File: config.mk
export PLATFORM = sky130hd
export DESIGN_NAME = fdtd_update
export DESIGN_NICKNAME = d
export VERILOG_FILES = /design/src/rtl/core/fdtd_pkg.sv /design/src/rtl/core/fdtd_update.sv
export SDC_FILE = /design/constraint.sdc
export NUM_CORES = 2
export LEC_CHECK = 0
export ABC_CLOCK_PERIOD_IN_PS = 21500
export CORE_MARGIN = 3
export CORE_UTILIZATION = 60
export DETAILED_ROUTE_END_ITERATION = 8
export DONT_BUFFER_PORTS = 1
export PLACE_DENSITY_LB_ADDON = 0.05
export SYNTH_ARGS = -nofsm -noshare
export SYNTH_HDL_FRONTEND = slang
export SYNTH_SLANG_ARGS = --single-unit
File: constraint.sdc
create_clock -name clk_i -period 21.5 [get_ports clk_i]
set_input_delay 1.075 -clock clk_i [delete_from_list [all_inputs] [get_ports clk_i]]
set_output_delay 1.075 -clock clk_i [all_outputs]
set_load 0.02 [all_outputs]
File: src/rtl/core/fdtd_pkg.sv
// Shared types, codes and constants of the periodic 1D field-update block.
package fdtd_pkg;

  localparam int unsigned DefaultGridCells  = 1024;
  localparam int unsigned DefaultFieldWidth = 32;

  localparam int unsigned FieldPortW = 32;
  localparam int unsigned CflW       = 17;
  localparam int unsigned DtW        = 16;
  localparam int unsigned CfgDataW   = 17;
  localparam int unsigned FracBits   = 16;

  localparam logic [CflW-1:0] CflMax   = 17'd65536;
  localparam logic [CflW-1:0] CflReset = 17'd32768;
  localparam logic [DtW-1:0]  DtReset  = 16'd3277;

  typedef enum logic [1:0] {
    OP_WRITE = 2'd0,
    OP_READ  = 2'd1,
    OP_ADV_B = 2'd2,
    OP_ADV_E = 2'd3
  } op_e;

  typedef enum logic [1:0] {
    STAT_OK    = 2'd0,
    STAT_RANGE = 2'd1,
    STAT_SAT   = 2'd2
  } status_e;

  typedef enum logic [1:0] {
    CFG_CFL_RATIO    = 2'd0,
    CFG_TIME_STEP    = 2'd1,
    CFG_ACTIVE_CELLS = 2'd2
  } cfg_reg_e;

  typedef enum logic [1:0] {
    S_IDLE,
    S_READ,
    S_PASS,
    S_DONE
  } state_e;

  // One read step of a sweep, aligned with the memory read data.
  typedef struct packed {
    logic valid;
    logic first;
    logic last;
    logic e_pass;
  } step_ctrl_t;

  // One write-back of a sweep.
  typedef struct packed {
    logic valid;
    logic last;
    logic e_pass;
    logic sat;
  } wb_ctrl_t;

endpackage

File: src/rtl/core/fdtd_update.sv
// Three-stage cell update pipeline: difference, multiply, round and saturate.
module fdtd_update #(
  parameter int unsigned Width = 32,
  parameter int unsigned IdxW  = 10
) (
  input  logic                         clk_i,
  input  logic                         rst_ni,
  input  fdtd_pkg::step_ctrl_t         ctrl_i,
  input  logic [IdxW-1:0]              cell_i,
  input  logic [fdtd_pkg::CflW-1:0]    cfl_i,
  input  logic [fdtd_pkg::DtW-1:0]     dt_i,
  input  logic signed [Width-1:0]      ex_i,
  input  logic signed [Width-1:0]      ey_i,
  input  logic signed [Width-1:0]      bz_i,
  input  logic signed [Width-1:0]      jx_i,
  input  logic signed [Width-1:0]      jy_i,
  output fdtd_pkg::wb_ctrl_t           wb_o,
  output logic [IdxW-1:0]              wb_cell_o,
  output logic signed [Width-1:0]      wb_a_o,
  output logic signed [Width-1:0]      wb_x_o
);

  import fdtd_pkg::*;

  localparam int unsigned DiffW = Width + 1;
  localparam int unsigned PcW   = DiffW + CflW + 1;
  localparam int unsigned PjW   = Width + DtW + 1;
  localparam int unsigned RcW   = PcW - FracBits;
  localparam int unsigned RjW   = PjW - FracBits;
  localparam int unsigned SumW  = Width + 5;

  localparam logic signed [PcW-1:0] HalfC = PcW'(1) <<< (FracBits - 1);
  localparam logic signed [PjW-1:0] HalfJ = PjW'(1) <<< (FracBits - 1);
  localparam logic signed [Width-1:0] MaxVal = {1'b0, {(Width-1){1'b1}}};
  localparam logic signed [Width-1:0] MinVal = {1'b1, {(Width-1){1'b0}}};

  function automatic logic fits(input logic signed [SumW-1:0] v);
    logic [SumW-Width:0] hi;
    hi = v[SumW-1:Width-1];
    return (&hi) || !(|hi);
  endfunction

  function automatic logic signed [Width-1:0] clip(input logic signed [SumW-1:0] v);
    logic signed [Width-1:0] r;
    if (fits(v)) begin
      r = $signed(v[Width-1:0]);
    end else if (v[SumW-1]) begin
      r = MinVal;
    end else begin
      r = MaxVal;
    end
    return r;
  endfunction

  // Stage 1: neighbor difference against the previous step's data.
  logic signed [Width-1:0] ey_prev_q, bz_prev_q;
  logic signed [DiffW-1:0] d1;
  logic signed [Width-1:0] a1;

  always_comb begin
    if (ctrl_i.e_pass) begin
      d1 = $signed({bz_i[Width-1], bz_i}) - $signed({bz_prev_q[Width-1], bz_prev_q});
      a1 = ey_i;
    end else begin
      d1 = $signed({ey_i[Width-1], ey_i}) - $signed({ey_prev_q[Width-1], ey_prev_q});
      a1 = bz_prev_q;
    end
  end

  always_ff @(posedge clk_i) begin
    if (ctrl_i.valid) begin
      ey_prev_q <= ey_i;
      bz_prev_q <= bz_i;
    end
  end

  // Stage 2 registers and products.
  logic                    s2_v_q, s2_e_q, s2_last_q;
  logic [IdxW-1:0]         s2_cell_q;
  logic signed [DiffW-1:0] d2_q;
  logic signed [Width-1:0] a2_q, ex2_q, jx2_q, jy2_q;
  logic signed [PcW-1:0]   pc2;
  logic signed [PjW-1:0]   px2, py2;

  always_ff @(posedge clk_i or negedge rst_ni) begin
    if (!rst_ni) begin
      s2_v_q <= 1'b0;
    end else begin
      s2_v_q <= ctrl_i.valid && !ctrl_i.first;
    end
  end

  always_ff @(posedge clk_i) begin
    s2_e_q    <= ctrl_i.e_pass;
    s2_last_q <= ctrl_i.last;
    s2_cell_q <= cell_i;
    d2_q      <= d1;
    a2_q      <= a1;
    ex2_q     <= ex_i;
    jx2_q     <= jx_i;
    jy2_q     <= jy_i;
  end

  assign pc2 = d2_q * $signed({1'b0, cfl_i});
  assign px2 = jx2_q * $signed({1'b0, dt_i});
  assign py2 = jy2_q * $signed({1'b0, dt_i});

  // Stage 3: round half up, subtract and saturate.
  logic                    s3_v_q, s3_e_q, s3_last_q;
  logic [IdxW-1:0]         s3_cell_q;
  logic signed [PcW-1:0]   pc3_q, pc_r;
  logic signed [PjW-1:0]   px3_q, py3_q, px_r, py_r;
  logic signed [Width-1:0] a3_q, ex3_q;
  logic signed [RcW-1:0]   rc;
  logic signed [RjW-1:0]   rx, ry;
  logic signed [SumW-1:0]  va, vx;

  always_ff @(posedge clk_i or negedge rst_ni) begin
    if (!rst_ni) begin
      s3_v_q <= 1'b0;
    end else begin
      s3_v_q <= s2_v_q;
    end
  end

  always_ff @(posedge clk_i) begin
    s3_e_q    <= s2_e_q;
    s3_last_q <= s2_last_q;
    s3_cell_q <= s2_cell_q;
    pc3_q     <= pc2;
    px3_q     <= px2;
    py3_q     <= py2;
    a3_q      <= a2_q;
    ex3_q     <= ex2_q;
  end

  always_comb begin
    pc_r = pc3_q + HalfC;
    px_r = px3_q + HalfJ;
    py_r = py3_q + HalfJ;
    rc   = $signed(pc_r[PcW-1:FracBits]);
    rx   = $signed(px_r[PjW-1:FracBits]);
    ry   = $signed(py_r[PjW-1:FracBits]);
    va   = SumW'(a3_q) - SumW'(rc);
    if (s3_e_q) begin
      va = va - SumW'(ry);
    end
    vx   = SumW'(ex3_q) - SumW'(rx);
  end

  assign wb_o.valid  = s3_v_q;
  assign wb_o.last   = s3_last_q;
  assign wb_o.e_pass = s3_e_q;
  assign wb_o.sat    = s3_v_q && (!fits(va) || (s3_e_q && !fits(vx)));
  assign wb_cell_o   = s3_cell_q;
  assign wb_a_o      = clip(va);
  assign wb_x_o      = clip(vx);

endmodule

Word-level counts from Yosys, hierarchy flattened
Cells that the tools add are included.

storage, ports and cells
  flip-flop bits (word level) = 464
  input bits = 209
  output and inout port bits = 78
  logic and storage cells = 53

operators by class
  $add $sub $neg = 8
  $mul = 3
  mux-type cells = 7
  reductions and logical operators = 15

operators with widths
  kind                                            count
  2-to-1 mux 32 bit                               5
  adder 49 x 17 -> 49 bit, second input constant  2
  multiplier 32 x 17 -> 49 bit                    2
  subtractor 32 x 32 -> 33 bit                    2
  adder 51 x 17 -> 51 bit, second input constant  1
  multiplier 33 x 18 -> 51 bit                    1
  2-to-1 mux 37 bit                               1
  subtractor 36 x 33 -> 37 bit                    1
  subtractor 32 x 35 -> 36 bit                    1
  subtractor 32 x 33 -> 34 bit                    1
  2-to-1 mux 33 bit                               1
  AND reduction 6 bit                             2
  OR reduction 6 bit                              2
  zero test 1 bit                                 5
  logical AND 1 bit                               3
  logical OR 1 bit                                3

Longest topological paths before layout
  word-level depth = 10
  depth in mapped cells = 32
  depth with buffers taken out = 31

Least setup slack after synthesis
No wires, ideal clock.

  kind = input port to flip-flop
  start = input port dt_i[2] in the netlist's numbering
  end = register px3_q[45]
  library setup time = 0.123 ns
  arrival = 7.608 ns
  data required time = 21.377 ns
  slack = 13.769 ns
  cell stages on the path = 26
  path buffers = 2
  cell sequence = clkbuf_1 clkbuf_1 nand2_1 fa_1 inv_1 fa_1 inv_1 fa_1 fa_1 fa_1 inv_1 fa_1 ha_1 a21o_1 a21o_1 a211o_1 a211oi_2 o31a_2 o21ai_2 a21oi_2 o21ai_1 a21o_1 a221o_1 a21oi_2 o21bai_1 xor2_1

on the way
  cells in the longest elaborated chain, start to end = 1

RTL lines
  what                          line                RTL
  start: declaration            fdtd_update.sv:11   input logic [fdtd_pkg::DtW-1:0] dt_i,
  multiplier 32 x 17 -> 49 bit  fdtd_update.sv:105  assign px2 = jx2_q * $signed({1'b0, dt_i});
  net px2[45]                   fdtd_update.sv:83   logic signed [PjW-1:0] px2, py2;
  end signal: assignment        fdtd_update.sv:131  px3_q <= px2;
  end: declaration              fdtd_update.sv:112  logic signed [PjW-1:0] px3_q, py3_q, px_r, py_r;

The timed path passes the listed nets, and every way through them passes these cells.
A chain may end at the register's enable or synchronous reset.

Final worst setup path
  start = register pc3_q[17]
  end = output port wb_a_o[13]

on the way
  cells in the longest elaborated chain, start to end = 8
  elaborated cells on any way between the ends = 10
  those cells by class = add/sub: 3; mux: 3; reduce/logical: 4

RTL lines
  what                              line                RTL
  start: declaration                fdtd_update.sv:111  logic signed [PcW-1:0] pc3_q, pc_r;
  start signal: assignment          fdtd_update.sv:130  pc3_q <= pc2;
  adder 51 x 17 -> 51 bit (*)       fdtd_update.sv:138  pc_r = pc3_q + HalfC;
  subtractor 32 x 35 -> 36 bit (*)  fdtd_update.sv:144  va = SumW'(a3_q) - SumW'(rc);
  subtractor 36 x 33 -> 37 bit      fdtd_update.sv:146  va = va - SumW'(ry);
  2-to-1 mux 37 bit (*)             fdtd_update.sv:145  if (s3_e_q) begin
  OR reduction 6 bit                fdtd_update.sv:40   return (&hi) || !(|hi);
  zero test 1 bit                   fdtd_update.sv:40
  logical OR 1 bit                  fdtd_update.sv:40
  2-to-1 mux 32 bit (*)             fdtd_update.sv:45   if (fits(v)) begin
  end: declaration                  fdtd_update.sv:19   output logic signed [Width-1:0] wb_a_o,

Every way passes the cells marked *; elsewhere a longest branch is shown, timed or not.

==> metrics.md <==
| Metric | Value |
|---|---|
| Post-synth ARST share | `0.477%` |
| Post-synth top area share | `41.4%` |
| Initial Utilization | `60.8%` |
| Endpoint class of the critical path | `output pin` |
| Area contributors post-synth | `fa_1, dfxtp_1, inv_1` |
| Endpoints failing setup | `0` |
| Worst min path class | `in -> async` |
| Final Non-Filler Cells | `9394` |
| Hold Violations, Final | `0` |
| GPL Wtd Cong | `0.937` |
| Synth warnings | `0` |
| Drt total wl | `189000 um` |
| # fillers | `10494` |
| First-pass GRT wire length | `308000 um` |
| Layout Nets | `9969` |
| Worst Path Max Fanout | `31` |
| CTS tree | `built` |
| Layout area overhead | `3.82%` |
| Min Hold Slack | `0.0841 ns` |
| Grt total ovfl | `0` |
| Via/cell ratio | `5.56` |
| RSZ-0062 raised after global routing | `false` |
| Clock-pin slew on the worst setup and hold paths | `0.06 ns` |
| IO Pins | `287` |
| WP data arrival | `7.77 ns` |
| Synth Area per Inst | `9.20 sq um` |
| Final HPWL DP | `146000 um` |
| Rows | `127` |
| Worst-Skew Late Latency | `0.69 ns` |
| Area leader, netlist | `fa_1` |
| Largest net degree at the start of global routing | `121` |
| #FFs+latches synth | `419` |
| Cell area after synthesis | `0.0732 sq mm` |
| Setup TNS | `0 ns` |
| Post-layout util | `63.1%` |
| Routed vias | `52268` |
| Clk root buf | `clkbuf_16` |
| Worst-margin pin slew | `1.18 ns` |
| Tcrit/Tclk final | `41.1%` |
| DRT iter0 DRCs | `3328` |
| Hold Buf Count CTS | `0` |
| Post-Place Cells | `9286` |
| Antenna violations before repair | `23` |
| Peak Freq | `0.113 GHz` |
| Die height | `355 um` |
| Number of global-route vias before repair | `55939` |
| Most instantiated cells after synthesis | `inv_1, fa_1, nand2_1, and2_1, ha_1` |
| Die W | `355 um` |
| Setup Skew | `0.0763 ns` |
| Pins Over Slew Limit | `0` |
| Total die area | `0.126 sq mm` |
| WL/cell | `20.2 um` |
| Input/output buffers | `0` |
| Netlist cell types | `106` |
| DRT antenna net count | `0` |
| Core area | `0.120 sq mm` |
| Total CTS buffers | `52` |
| Layout cell share with drive strength beyond 1 | `2.57%` |
| Kind of critical path | `reg -> out` |
| TritonCTS sink count | `419` |
| Dominant synthesized flop cell | `dfxtp_1` |
| Slowest-stage cell, CP | `a31oi_4` |
| Top-count cell post-synth | `inv_1` |
| Critical Path Start Type | `flop` |
| Max Cap Viol | `0` |
| Gate count of the mapped netlist | `7960` |
| CTS resizes | `0` |
| Bufs on Longest Clock Path | `3` |
| Number of synthesized flops with an enable pin | `64` |
| Total Routing Usage GR | `31.2%` |
| CTS HTree Levels | `2` |
| Status | `complete, no violations` |
| Final min period | `8.85 ns` |
| Most used cell, CP | `a21oi_1` |
| Post-synth net total | `10201` |
| Worst rel slew slack | `21.2%` |
| Seq/Total Area, Yosys | `12.3%` |
| Postcts setup bufs | `0` |
| Worst path max stage delay | `0.94 ns` |
| Required time worst endpoint | `20.43 ns` |
| Initial DRT Pass Iterations | `6` |
| # DRC | `0` |
[per-layer routing]
metal / part of all wire [%] / global-route usage [%] / vias to the layer above / wire, um
met4: 2.8 / 8.61 / 4 / 5400
li1: - / - / 23544 / -
met3: 7.9 / 5.95 / 324 / 14900
met2: 47 / 50.8 / 1732 / 88500
met5: 0.014 / 0 / - / 27
met1: 43 / 43.1 / 26664 / 80700
[stage by stage]
step | cell area (sq um) | worst slack (ns)
after floorplan | 73200 | 13.77
after global placement | 74100 | 13.56
after detailed placement | 74100 | 13.44
after CTS | 76000 | 12.67
after global routing | 76000 | 12.02
final | 76000 | 12.65
[final cells by class]
type	instances	area (sq um)	share of cell area (%)
multi-input cells	5498	56400	74.3
flip-flops and latches	419	9040	11.9
inverters	1739	6530	8.59
well taps	1612	2020	2.65
clock buffers	69	1460	1.92
clock inverters	28	362	0.476
repair buffers	18	135	0.178
diodes	11	27.5	0.0362
[placed cells by master, fill, tap and decap left out, types with 168 or more instances in the layout]
cell	n
o21ai_0	177
xnor2_1	195
fa_1	1513
nand2_1	1160
and2_1	605
a21oi_1	179
nor2_1	168
ha_1	519
dfxtp_1	352
inv_1	1739
[sequential cells by signal (all words and copies together) (netlist names), 32 cells and up]
signal / cells
ey_prev_q: 32
pc3_q: 36
ex3_q: 32
jx2_q: 32
ex2_q: 32
px3_q: 34
jy2_q: 32
a3_q: 32
py3_q: 34
a2_q: 32
bz_prev_q: 32
d2_q: 33
[cells by family (layout without fill, tap and decap cells)]
family	after synthesis	in the layout	synth area share (%)
AND/OR/NAND/NOR	2321	2321	15.3
buffers and inverters	2043	1854	10.6
adder cells (fa/ha/maj)	2033	2033	50.3
AO/OA/AOI/OAI	789	789	7.22
flip-flops	419	419	12.3
XOR/XNOR	335	335	4.06
multiplexers	20	20	0.279
other	0	11	0
[final timing paths]
path	to	startpoint	depth (start not counted)	slack, ns
setup / recovery	wb_a_o[13]	pc3_q[17]	29	12.65
hold / removal	s3_v_q	rst_ni	0	0.08
setup reg to reg	pc3_q[48]	d2_q[11]	26	13.54
max in group asynchronous	s2_v_q	rst_ni	0	21.35
min in group clk_i	ex3_q[16]	ex2_q[16]	0	0.29
hold reg to reg	ex3_q[16]	ex2_q[16]	0	0.29
[worst max-delay path: cells and delay by family (launching register included)]
| family | cells | cell delay (ns) |
|---|---|---|
| compound gates | 18 | 4.74 |
| simple gates | 8 | 1.15 |
| fa+ha+maj | 2 | 0.67 |
| flops | 1 | 0.39 |
| xor+xnor | 1 | 0.15 |
Power is not shown: default switching activity piles up to over one toggle a cycle in this logic, so the estimate is an artifact.
